`config.mk`:
```
export PLATFORM = sky130hd
export DESIGN_NAME = fit_policy_block_allocator_unit
export DESIGN_NICKNAME = d
export VERILOG_FILES = /design/src/fpba_pkg.sv /design/src/fit_policy_block_allocator_unit.sv
export VERILOG_INCLUDE_DIRS = /design/src /design/src/src
export SDC_FILE = /design/constraint.sdc
export NUM_CORES = 1
export LEC_CHECK = 0
export BUFFER_PORTS_ARGS = -buffer_cell sky130_fd_sc_hd__buf_2
export CORE_MARGIN = 5
export CORE_UTILIZATION = 55
export DETAILED_ROUTE_END_ITERATION = 12
export GPL_TIMING_DRIVEN = 1
export PLACE_DENSITY = 0.72
export SLEW_MARGIN = 40
export SYNTH_ARGS = -nofsm -noshare
export SYNTH_HDL_FRONTEND = slang
export SYNTH_SLANG_ARGS = --single-unit
```
`constraint.sdc`:
```
create_clock -name clk -period 7.7 [get_ports clk]
set_clock_uncertainty 0.2 [all_clocks]
set_input_delay 0.385 -clock clk [delete_from_list [all_inputs] [get_ports clk]]
set_output_delay 0.385 -clock clk [all_outputs]
set_load 0.02 [all_outputs]
```
`src/fit_policy_block_allocator_unit_assert.svh`:
```
// Assertion macros for the block allocator
`ifndef FIT_POLICY_BLOCK_ALLOCATOR_UNIT_ASSERT_SVH
`define FIT_POLICY_BLOCK_ALLOCATOR_UNIT_ASSERT_SVH

// same-cycle implication, clocked on clk, off during rst
`define FPBA_ASSERT_NOW(label, ante, cons, msg) \
  label: assert property (@(posedge clk) disable iff (rst) (ante) |-> (cons)) \
    else $error(msg);

// next-cycle implication, clocked on clk, off during rst
`define FPBA_ASSERT_NEXT(label, ante, cons, msg) \
  label: assert property (@(posedge clk) disable iff (rst) (ante) |=> (cons)) \
    else $error(msg);

`endif

```
`src/fpba_pkg.sv`:
```
`default_nettype none

package fpba_pkg;

  typedef logic [1:0] fit_mode_t;
  typedef logic [4:0] block_count_t;
  typedef logic       cfg_index_t;

  localparam logic ACT_LOAD    = 1'b0;
  localparam logic ACT_REQUEST = 1'b1;

  localparam fit_mode_t MODE_FIRST = 2'd0;
  localparam fit_mode_t MODE_BEST  = 2'd1;
  localparam fit_mode_t MODE_WORST = 2'd2;

  localparam cfg_index_t CFG_FIT_MODE    = 1'b0;
  localparam cfg_index_t CFG_BLOCK_COUNT = 1'b1;

  localparam int CFG_DATA_W = 5;

  localparam fit_mode_t    FIT_MODE_RST    = MODE_FIRST;
  localparam block_count_t BLOCK_COUNT_RST = 5'd16;

endpackage

`default_nettype wire

```
`src/fit_policy_block_allocator_unit.sv`:
```
// Block allocator with first, best and worst fit. A load transaction writes one
// free size into the table (ignored when the index is at or above NUM_BLOCKS). A
// request transaction reads the first min(block_count, NUM_BLOCKS) table entries,
// one per cycle through the single read port of the table memory, keeps the chosen
// entry, then writes its reduced size back if an entry fit and issues one result;
// no new transaction is taken until the request has finished its scan and passed
// its result to the output register, which waits longer while an earlier result
// still sits there. The result sits in an output register, so the next
// transaction can be taken while it waits. Entries never loaded read as undefined.
// Configuration is to be written only while idle; the block does not enforce this.
`default_nettype none

module fit_policy_block_allocator_unit #(
  parameter int NUM_BLOCKS = 16,
  parameter int SIZE_BITS  = 16
) (
  input  wire logic                         clk,
  input  wire logic                         rst,
  input  wire logic                         cfg_we,
  input  wire fpba_pkg::cfg_index_t         cfg_index,
  input  wire logic [fpba_pkg::CFG_DATA_W-1:0] cfg_data,
  input  wire logic                         in_valid,
  output logic                              in_stall,
  input  wire logic                         action,
  input  wire logic [3:0]                   load_index,
  input  wire logic [15:0]                  size_value,
  input  wire logic                         final_request,
  output logic                              out_valid,
  input  wire logic                         out_stall,
  output logic                              found,
  output logic [3:0]                        granted_index,
  output logic [15:0]                       left_over,
  output logic                              final_result
);

  localparam int IDX_W = (NUM_BLOCKS > 1) ? $clog2(NUM_BLOCKS) : 1;
  localparam int CNT_W = $clog2(NUM_BLOCKS + 1);

  localparam logic [1:0] ST_IDLE  = 2'd0;
  localparam logic [1:0] ST_SCAN  = 2'd1;
  localparam logic [1:0] ST_WRITE = 2'd2;

  logic [1:0]                 state;
  fpba_pkg::fit_mode_t        fit_mode;
  fpba_pkg::block_count_t     block_count;

  logic [SIZE_BITS-1:0]       mem [NUM_BLOCKS];
  logic [SIZE_BITS-1:0]       rd_data;
  logic                       rd_pend;
  logic [IDX_W-1:0]           rd_idx;
  logic [CNT_W-1:0]           issue_cnt;
  logic [CNT_W-1:0]           limit;
  logic [SIZE_BITS-1:0]       req_size;
  logic                       req_fin;
  logic                       have;
  logic [IDX_W-1:0]           pick;
  logic [SIZE_BITS-1:0]       pick_size;

  logic                       in_fire;
  logic                       load_ok;
  logic [CNT_W-1:0]           sat_count;
  logic                       fits;
  logic                       take;
  logic                       out_free;
  logic                       write_fire;
  logic [SIZE_BITS-1:0]       left_next;
  logic                       mem_we;
  logic [IDX_W-1:0]           mem_waddr;
  logic [SIZE_BITS-1:0]       mem_wdata;

  assign in_stall   = (state != ST_IDLE);
  assign in_fire    = in_valid && !in_stall;
  assign load_ok    = 32'(load_index) < NUM_BLOCKS;
  assign sat_count  = (32'(block_count) > NUM_BLOCKS) ? CNT_W'(NUM_BLOCKS)
                                                      : CNT_W'(block_count);
  assign fits       = rd_data >= req_size;
  assign take       = (state == ST_SCAN) && rd_pend && fits &&
                      (!have ||
                       ((fit_mode == fpba_pkg::MODE_BEST)  && (rd_data < pick_size)) ||
                       ((fit_mode == fpba_pkg::MODE_WORST) && (rd_data > pick_size)));
  assign out_free   = !out_valid || !out_stall;
  assign write_fire = (state == ST_WRITE) && out_free;
  assign left_next  = pick_size - req_size;

  always_comb begin
    mem_we    = 1'b0;
    mem_waddr = pick;
    mem_wdata = left_next;
    if (write_fire && have) begin
      mem_we = 1'b1;
    end else if (in_fire && (action == fpba_pkg::ACT_LOAD) && load_ok) begin
      mem_we    = 1'b1;
      mem_waddr = IDX_W'(load_index);
      mem_wdata = SIZE_BITS'(size_value);
    end
  end

  always_ff @(posedge clk) begin
    if (mem_we) begin
      mem[mem_waddr] <= mem_wdata;
    end
    rd_data <= mem[issue_cnt[IDX_W-1:0]];
  end

  always_ff @(posedge clk) begin
    if (rst) begin
      state       <= ST_IDLE;
      out_valid   <= 1'b0;
      fit_mode    <= fpba_pkg::FIT_MODE_RST;
      block_count <= fpba_pkg::BLOCK_COUNT_RST;
      have        <= 1'b0;
      rd_pend     <= 1'b0;
      issue_cnt   <= '0;
    end else begin
      if (cfg_we) begin
        case (cfg_index)
          fpba_pkg::CFG_FIT_MODE:    fit_mode    <= cfg_data[1:0];
          fpba_pkg::CFG_BLOCK_COUNT: block_count <= cfg_data[4:0];
          default: ;
        endcase
      end
      if (out_valid && !out_stall) begin
        out_valid <= 1'b0;
      end
      case (state)
        ST_IDLE: begin
          issue_cnt <= '0;
          rd_pend   <= 1'b0;
          have      <= 1'b0;
          if (in_fire && (action == fpba_pkg::ACT_REQUEST)) begin
            state <= ST_SCAN;
          end
        end
        ST_SCAN: begin
          rd_pend <= issue_cnt < limit;
          if (issue_cnt < limit) begin
            issue_cnt <= issue_cnt + 1'b1;
          end
          if (take) begin
            have <= 1'b1;
          end
          if ((issue_cnt == limit) && !rd_pend) begin
            state <= ST_WRITE;
          end
        end
        ST_WRITE: begin
          if (out_free) begin
            out_valid <= 1'b1;
            state     <= ST_IDLE;
          end
        end
        default: begin
          state <= ST_IDLE;
        end
      endcase
    end
  end

  always_ff @(posedge clk) begin
    if (in_fire && (action == fpba_pkg::ACT_REQUEST)) begin
      req_size <= SIZE_BITS'(size_value);
      req_fin  <= final_request;
      limit    <= sat_count;
    end
    rd_idx <= issue_cnt[IDX_W-1:0];
    if (take) begin
      pick      <= rd_idx;
      pick_size <= rd_data;
    end
    if (write_fire) begin
      found         <= have;
      granted_index <= have ? 4'(pick) : 4'd0;
      left_over     <= have ? 16'(left_next) : 16'd0;
      final_result  <= req_fin;
    end
  end

`include "fit_policy_block_allocator_unit_assert.svh"

  `FPBA_ASSERT_NOW(a_scan_bound, state == ST_SCAN, issue_cnt <= limit, "scan ran past limit")
  `FPBA_ASSERT_NOW(a_pick_fits, (state == ST_SCAN) && have, pick_size >= req_size, "pick too small")
  `FPBA_ASSERT_NOW(a_pick_range, (state == ST_WRITE) && have, 32'(pick) < 32'(limit), "pick out of range")
  `FPBA_ASSERT_NEXT(a_req_scan, in_fire && (action == fpba_pkg::ACT_REQUEST), state == ST_SCAN, "request did not start scan")
  `FPBA_ASSERT_NEXT(a_out_drain, out_valid && !out_stall && (state != ST_WRITE), !out_valid, "result repeated")

endmodule

`default_nettype wire
```
==> summary.txt, run 1 <==
Placement
  • Instance area after placement: about 16,000 µm²
  • RePlAce Congestion: 0.8669
  • Estimated wirelength of the detail-placed design: roughly 19,000 µm
  • Number of placed instances, taps included: between 1,000 and 1,500
  • Pre-CTS worst setup slack: 4412 ps
  • Count of buffers from port buffering: 56

Pwr
  • Total Power: around 4.1 mW
  • Cell leakage power: approximately 5.9 nW
  • Cell area power density: approximately 240 nW/µm²
  • Largest vdd supply drop: 0.1452 mV

Timing
  • Part of the cycle the worst path needs: between 40 and 50%
  • Final setup violation count: 0
  • Post-route setup slack: around 4300 ps
  • Least-Margin Pin Slew: approximately 770 ps
  • Relative slew margins: a little under half
  • Final Hold Slack: 11.03 ps
  • Final total negative setup slack: 0 ps
  • Max Clk Rate: 0.2945 GHz
  • Minimum clock period: 3396 ps
  • Max-slew violation total from the final report: 0
  • Unrepaired setup endpoints after global routing: no
  • Final hold violation count: 0

Finish
  • Most frequent cells in the layout: sky130_fd_sc_hd__edfxtp_1, sky130_fd_sc_hd__mux4_2, sky130_fd_sc_hd__buf_2
  • Final cell utilization of the core: about two thirds
  • Ant. Diodes: 0
  • Share of cells above drive strength 1: between 20% and 30%
  • Final Instance Count excl. Fillers: approximately 1,300
  • Cell area after layout: 17,100 µm²
  • Net count reported at finish: approximately 1,100
  • Synth-to-layout area growth: 16.19%
  • Most common cell after layout, fill and taps aside: sky130_fd_sc_hd__edfxtp_1

Synth
  • Number of instances in the synthesized netlist: ~840
  • Dominant register cell in the synthesized netlist: sky130_fd_sc_hd__edfxtp_1
  • Post-synthesis register bit count: roughly 360
  • Synthesized net count: just over 900
  • FFs w/ async S/R, synth: 0%
  • Number of distinct library cells after synthesis: 56
  • EDFF count, synth: 320
  • Share of the yosys chip area belonging to registers: about 70%
  • Avg Synthesized Cell Area: 17.55 µm²
  • Combined area of all synthesized cells: approximately 15,000 µm²
  • Count of yosys warnings during synthesis: 0

Floorplan
  • Chip Width: around 170 µm
  • Site row count: 59
  • Number of placed I/O pins: 57
  • Die Area: around 30,000 µm²
  • Core region area: around 26,000 µm²
  • Initial core utilization: 56.17%
  • Chip height: 173.6 µm

Clock network
  • Clock input transition at the sequential cells of the worst setup and hold paths: approximately 60 ps
  • CTS resizes: 0
  • Post-CTS setup repair buffer count: 0
  • Buffer type at the clock tree root: sky130_fd_sc_hd__clkbuf_16
  • Clock buffers created by TritonCTS: 37
  • H-tree Lvls: 2
  • Worst skew pair latency: 510 ps
  • TritonCTS sink count: 357
  • CTS tree: yes
  • Buffer depth of the longest clock path: 3

Job
  • Max Cap Viol: 0

Route
  • Via density per instance: around 6.0
  • WL final: between 30,000 and 40,000 µm
  • First DRT Iteration DRCs: 778
  • Pre-Repair DR Iteration Count: 5
  • Routed length per placed instance: between 20 and 25 µm
  • Number of nets with antenna violations after routing: 0
  • Number of design rule violations left after detail routing: 0
  • Via total after detailed routing: 7,919

Setup path
  • Kind of launch point of the worst setup path: register
  • Kind of capture point of the worst setup path: register
  • Data arrival time of the critical path: between 3000 and 4000 ps
  • Worst Path Max Fanout: 9
  • Setup Crit Path Kind: reg2reg
  • R2R Setup Slk: 4300 ps
  • Required time of the critical path: between 7000 and 8000 ps

Worst hold path
  • Class of the worst hold path: in2reg

GRT
  • Global-route wire length before repair: between 40,000 and 50,000 µm
  • Initial antenna violation count: 1
  • Via count of the first global-routing pass: around 8,300
  • Total gr overflow: 0
  • Largest net degree at the start of global routing: 70
  • GRT Overall Usage: 20.89%

Run status
  • Run status: finished clean
-- layer usage --
metal | up-vias | global-route usage [%] | wire length, µm
li1 | 3577 | - | -
met1 | 4029 | 29.05 | 12850
met2 | 270 | 35.09 | 15660
met3 | 43 | 3.686 | 2002
met4 | 0 | 4.883 | 563
met5 | - | 0 | 0
-- report_power, final --
group	internal [mW]	total, mW	switching (mW)
Clock	1.03	1.75	0.718
Sequential	2.15	2.17	0.0129
Combinational	0.0814	0.207	0.125
Total	3.26	4.12	0.856
-- cell type report --
cell class                 instances  area (µm²)
sequential                       357       10350
fill                            1765        9102
multi-input combinational        407        4170
clock buffer                      44       992.2
timing repair buffer             112       770.7
tap                              335       419.2
clock inverter                    23       216.5
inverter                          48       180.2
-- sequential cells by signal (all words and copies together) (netlist names) --
register / count
block_count: 5
final_result: 1
fit_mode: 2
found: 1
granted_index: 4
have: 1
issue_cnt: 5
left_over: 16
limit: 5
mem: 256
out_valid: 1
pick: 4
pick_size: 16
rd_data: 16
rd_idx: 4
rd_pend: 1
req_fin: 1
req_size: 16
state: 2
-- timing repair --
item                       CTS  global route
hold endpoints to repair    22             0
setup endpoints to repair    0             0
hold buffers                25             0
-- Yosys cell counts (all sizes together), types with 4 or more instances --
| master | number | share of area (%) |
|---|---|---|
| edfxtp | 320 | 65 |
| a21oi | 31 | 1.1 |
| inv | 48 | 1.2 |
| nand2 | 35 | 0.89 |
| nand4 | 4 | 0.17 |
| o21bai | 4 | 0.20 |
| a31oi | 6 | 0.26 |
| xnor2 | 6 | 0.36 |
| o21ai | 19 | 0.65 |
| mux4 | 80 | 12 |
| clkbuf | 18 | 0.46 |
| ha | 53 | 4.5 |
| buf | 9 | 0.28 |
| nand2b | 5 | 0.21 |
| o211ai | 6 | 0.34 |
| dfxtp | 37 | 5.0 |
| xor2 | 5 | 0.30 |
| a211o | 4 | 0.24 |
| o31ai | 5 | 0.26 |
| a21o | 9 | 0.46 |
| nor3 | 10 | 0.37 |
| and3 | 5 | 0.21 |
| and2 | 5 | 0.21 |
| nor2b | 9 | 0.38 |
| o21a | 4 | 0.20 |
| mux2i | 5 | 0.34 |
| nor2 | 50 | 1.3 |
| nand3 | 11 | 0.37 |
-- path summary, 6_finish.rpt --
path	start	end	cells past startpoint
max	state[1]$_SDFFE_PP0P_	mem[1][9]$_DFFE_PP_	7
min	out_stall	out_valid$_SDFF_PP0_	3
max reg2reg	state[1]$_SDFFE_PP0P_	mem[1][9]$_DFFE_PP_	7
min reg2reg	rd_idx[1]$_DFF_P_	pick[1]$_DFFE_PP_	0
-- worst max-delay path, cell delays in order, from the launching register on --
cell,delay (ps)
sky130_fd_sc_hd__dfxtp_1,350
sky130_fd_sc_hd__nor2_1,520
sky130_fd_sc_hd__nand2_1,160
sky130_fd_sc_hd__or2_2,390
sky130_fd_sc_hd__o21ai_0,260
sky130_fd_sc_hd__nand2_1,220
sky130_fd_sc_hd__nor2_2,600
sky130_fd_sc_hd__buf_4,360
-- logic make-up (layout without fill, tap and decap cells) --
logic type | count (synthesis) | count (layout) | synth area share [%]
buffers and inverters | 75 | 227 | 1.963
XOR/XNOR | 11 | 11 | 0.6545
flip-flops | 357 | 357 | 70.31
AO/OA/AOI/OAI | 105 | 105 | 4.777
AND/OR/NAND/NOR | 151 | 151 | 4.998
adder cells (fa/ha/maj) | 54 | 54 | 4.641
multiplexers | 86 | 86 | 12.66
No activity file was read; power rests on OpenSTA's default activity.
==> inputs of run 2 (changes only) <==
--- a/config.mk
+++ b/config.mk
@@ -6,12 +6,13 @@
 export SDC_FILE = /design/constraint.sdc
 export NUM_CORES = 1
 export LEC_CHECK = 0
+export ABC_AREA = 1
 export BUFFER_PORTS_ARGS = -buffer_cell sky130_fd_sc_hd__buf_2
 export CORE_MARGIN = 5
 export CORE_UTILIZATION = 55
 export DETAILED_ROUTE_END_ITERATION = 12
 export GPL_TIMING_DRIVEN = 1
-export PLACE_DENSITY = 0.72
+export PLACE_DENSITY = 0.75
 export SLEW_MARGIN = 40
 export SYNTH_ARGS = -nofsm -noshare
 export SYNTH_HDL_FRONTEND = slang
==> constraint.sdc (replaced) <==
create_clock -name clk -period 2.83 [get_ports clk]
set_clock_uncertainty 0.2 [all_clocks]
set_input_delay 0.1415 -clock clk [delete_from_list [all_inputs] [get_ports clk]]
set_output_delay 0.1415 -clock clk [all_outputs]
set_load 0.02 [all_outputs]
==> run 2 against run 1 <==
  * Sequential cell count is the same
  * Sequential share of layout area fell by 2.2 points
  * Combinational power rose to 3.9 times the previous value
  * Sequential power grew to 2.7 times the previous value
  * Synthesized area rose by 2.3%
  * Highest routed layer unchanged
==> summary.txt, run 2 <==
Run status
  • Run status: finished clean (unchanged)

Job
  • Max Cap Viol: 0 (unchanged)

Timing
  • Unrepaired setup endpoints after global routing: no (unchanged)
  • Final Hold Slack: 118.3 ps (was 11.03 ps)
  • Final total negative setup slack: 0 ps (unchanged)
  • Max-slew violation total from the final report: 0 (unchanged)
  • Post-route setup slack: 128.0 ps (was 4304 ps)
  • Minimum clock period: 2702 ps (was 3396 ps)
  • Final hold violation count: 0 (unchanged)
  • Max Clk Rate: 0.3701 GHz (was 0.2945 GHz)
  • Part of the cycle the worst path needs: 95.48% (was 44.10%)
  • Final setup violation count: 0 (unchanged)
  • Least-Margin Pin Slew: 637.8 ps (was 775.0 ps)
  • Relative slew margins: 57.48% (was 47.00%)

Finish
  • Synth-to-layout area growth: 17.91% (was 16.19%)
  • Share of cells above drive strength 1: 13.93% (was 26.44%)
  • Final Instance Count excl. Fillers: 1,791 (was 1,326)
  • Net count reported at finish: 1,509 (was 1,050)
  • Cell area after layout: 17,750 µm² (was 17,100 µm²)
  • Register ranked first by flip-flop count: mem (unchanged)
  • Fill cell total of the finished layout: 1,887 (was 1,765)
  • Final cell utilization of the core: 65.87% (was 65.27%)
  • Max FFs per register: 256 (unchanged)
  • Ant. Diodes: 0 (unchanged)
  • Most frequent cells in the layout: sky130_fd_sc_hd__edfxtp_1, sky130_fd_sc_hd__nor2_1, sky130_fd_sc_hd__o21ai_0 (was sky130_fd_sc_hd__edfxtp_1, sky130_fd_sc_hd__mux4_2, sky130_fd_sc_hd__buf_2)
  • Most common cell after layout, fill and taps aside: sky130_fd_sc_hd__edfxtp_1 (unchanged)

Route
  • Via total after detailed routing: 10,470 (was 7,919)
  • Number of design rule violations left after detail routing: 0 (unchanged)
  • Pre-Repair DR Iteration Count: 5 (unchanged)
  • Routed length per placed instance: 20.60 µm (was 23.43 µm)
  • Number of nets with antenna violations after routing: 0 (unchanged)
  • WL final: 36,900 µm (was 31,070 µm)
  • Via density per instance: 5.847 (was 5.972)
  • First DRT Iteration DRCs: 1,214 (was 778)

Floorplan
  • Site row count: 60 (was 59)
  • Core region area: 26,950 µm² (was 26,210 µm²)
  • Number of placed I/O pins: 57 (unchanged)
  • Die Area: 30,780 µm² (was 30,140 µm²)
  • Chip height: 175.5 µm (was 173.6 µm)
  • Initial core utilization: 55.87% (was 56.17%)
  • Chip Width: 175.5 µm (was 173.6 µm)

Placement
  • Pre-CTS worst setup slack: 39.52 ps (was 4412 ps)
  • Number of placed instances, taps included: 1,684 (was 1,234)
  • RePlAce Congestion: 0.9093 (was 0.8669)
  • Instance area after placement: 16,190 µm² (was 15,640 µm²)
  • Estimated wirelength of the detail-placed design: 23,240 µm (was 19,010 µm)
  • Count of buffers from port buffering: 56 (unchanged)

GRT
  • Met2 GRT Util: 40.51% (was 35.09%)
  • GRT Overall Usage: 23.98% (was 20.89%)
  • Global-route wire length before repair: 57,210 µm (was 48,070 µm)
  • GR Util met1: 31.40% (was 29.05%)
  • GR Layer Usage met3: 4.649% (was 3.686%)
  • Initial antenna violation count: 0 (was 1)
  • Via count of the first global-routing pass: 10,360 (was 8,253)
  • Busiest grt layer: met2 (unchanged)
  • Largest net degree at the start of global routing: 104 (was 70)
  • Total gr overflow: 0 (unchanged)

Synth
  • Count leader, synth: sky130_fd_sc_hd__edfxtp_1 (unchanged)
  • Dominant register cell in the synthesized netlist: sky130_fd_sc_hd__edfxtp_1 (unchanged)
  • Share of the yosys chip area belonging to registers: 68.74% (was 70.31%)
  • Most common library cells after synthesis: sky130_fd_sc_hd__edfxtp_1, sky130_fd_sc_hd__nor2_1, sky130_fd_sc_hd__o21ai_0 (was sky130_fd_sc_hd__edfxtp_1, sky130_fd_sc_hd__mux4_2, sky130_fd_sc_hd__ha_1)
  • Count of yosys warnings during synthesis: 0 (unchanged)
  • Portion of synthesized cell area occupied by the leading cell type: 63.82% (was 65.28%)
  • Avg Synthesized Cell Area: 11.77 µm² (was 17.55 µm²)
  • Top cells by area in the synthesized netlist: sky130_fd_sc_hd__edfxtp_1, sky130_fd_sc_hd__o21ai_0, sky130_fd_sc_hd__dfxtp_1, sky130_fd_sc_hd__nor2_1, sky130_fd_sc_hd__ha_1 (was sky130_fd_sc_hd__edfxtp_1, sky130_fd_sc_hd__mux4_2, sky130_fd_sc_hd__dfxtp_1, sky130_fd_sc_hd__ha_1, sky130_fd_sc_hd__nor2_1)
  • Post-synthesis register bit count: 357 (unchanged)
  • Number of distinct library cells after synthesis: 36 (was 56)
  • Combined area of all synthesized cells: 15,060 µm² (was 14,720 µm²)
  • FFs w/ async S/R, synth: 0% (unchanged)
  • EDFF count, synth: 320 (unchanged)
  • Synthesized net count: 1,366 (was 926)
  • Number of instances in the synthesized netlist: 1,279 (was 839)
  • Cell taking the most area after synthesis: sky130_fd_sc_hd__edfxtp_1 (unchanged)

Setup path
  • Startpoint of the most critical setup path: req_size[0]$_DFFE_PP_ (was state[1]$_SDFFE_PP0P_)
  • Worst r2r path cells: 8 (was 7)
  • R2R Setup Slk: 130 ps (was 4300 ps)
  • Kind of capture point of the worst setup path: register (unchanged)
  • Capture point of the worst reg-to-reg path: mem[7][8]$_DFFE_PP_ (was mem[1][9]$_DFFE_PP_)
  • R2r startpoint: req_size[0]$_DFFE_PP_ (was state[1]$_SDFFE_PP0P_)
  • Worst Path Max Fanout: 16 (was 9)
  • Data arrival time of the critical path: 2850 ps (was 3400 ps)
  • Setup Crit Path Kind: reg2reg (unchanged)
  • Kind of launch point of the worst setup path: register (unchanged)
  • Required time of the critical path: 2980 ps (was 7700 ps)

Worst hold path
  • HP Start: load_index[3] (was out_stall)
  • Hold path endpoint: mem[3][15]$_DFFE_PP_ (was out_valid$_SDFF_PP0_)
  • Class of the worst hold path: in2reg (unchanged)
  • Depth of the worst hold-timing path: 4 (was 3)

Pwr
  • Largest vdd supply drop: 0.4271 mV (was 0.1452 mV)
  • Total Power: 11.35 mW (was 4.120 mW)
  • Cell area power density: 639.1 nW/µm² (was 240.9 nW/µm²)
  • Cell leakage power: 6.656 nW (was 5.875 nW)

Clock network
  • Buffer type at the clock tree root: sky130_fd_sc_hd__clkbuf_16 (unchanged)
  • H-tree Lvls: 2 (unchanged)
  • Clock buffers created by TritonCTS: 37 (unchanged)
  • Clock input transition at the sequential cells of the worst setup and hold paths: 60 ps (about the same)
  • Worst skew pair latency: 520 ps (was 510 ps)
  • CTS tree: yes (unchanged)
  • TritonCTS sink count: 357 (unchanged)
  • Buffer depth of the longest clock path: 3 (unchanged)
  • Post-CTS setup repair buffer count: 0 (unchanged)
[run 2: repair_timing]
item / 4_1_cts / 5_1_grt
hold buffers: 40 / 0
setup endpoints to repair: 0 / 64
gates resized for setup: 0 / 4
endpoints found under the hold margin: 69 / 0
[run 2: where the power goes]
group	total, mW	leakage, nW	switching (mW)	internal [mW]
combinational	0.807	2.90	0.540	0.267
sequential	5.94	3.19	0.0504	5.89
clock	4.60	0.562	1.89	2.71
[run 2: how the worst max path moves through the flow]
stage                           endpoint  slack (ps)
floorplan            mem[4][0]$_DFFE_PP_         -90
global placement    mem[3][12]$_DFFE_PP_        -110
detailed placement  mem[2][14]$_DFFE_PP_          40
CTS                 mem[1][14]$_DFFE_PP_          40
global route        mem[10][9]$_DFFE_PP_           4
finish               mem[7][8]$_DFFE_PP_         130
[run 2: cells by family (layout without fill, tap and decap cells)]
| group | after synthesis | in the layout | share of synthesized area, % |
|---|---|---|---|
| adders and majority gates | 54 | 54 | 4.537 |
| buffers and inverters | 155 | 326 | 3.980 |
| and+or+nand+nor | 416 | 416 | 11.23 |
| DFF | 357 | 357 | 68.74 |
| xor gates and xnor gates | 11 | 11 | 0.6399 |
| muxes | 1 | 1 | 0.06648 |
| AOI/OAI and AO/OA | 285 | 285 | 10.81 |
[run 2: worst max-delay path, stage by stage, from the launching register on]
cell,delay [ps]
sky130_fd_sc_hd__edfxtp_1,400
sky130_fd_sc_hd__ha_1,240
sky130_fd_sc_hd__fa_1,400
sky130_fd_sc_hd__o31ai_1,270
sky130_fd_sc_hd__buf_4,170
sky130_fd_sc_hd__a21oi_1,70
sky130_fd_sc_hd__xor2_1,160
sky130_fd_sc_hd__o21ai_1,340
sky130_fd_sc_hd__buf_4,290
[run 2: area by class of cell]
cell class	instances	area [µm²]	area share, %
inverters	101	380.4	2.143
well taps	341	426.7	2.403
clock inverters	14	125.1	0.7048
repair buffers	158	1271	7.160
multi-input cells	767	4169	23.48
flip-flops and latches	357	10350	58.33
clock buffers	53	1026	5.779
[run 2: routing by layer]
metal | vias to the layer above | part of all wire, %
li1 | 4859 | -
met1 | 5018 | 39
met2 | 495 | 49
met3 | 100 | 9.1
met4 | 0 | 3.5
met5 | - | 0
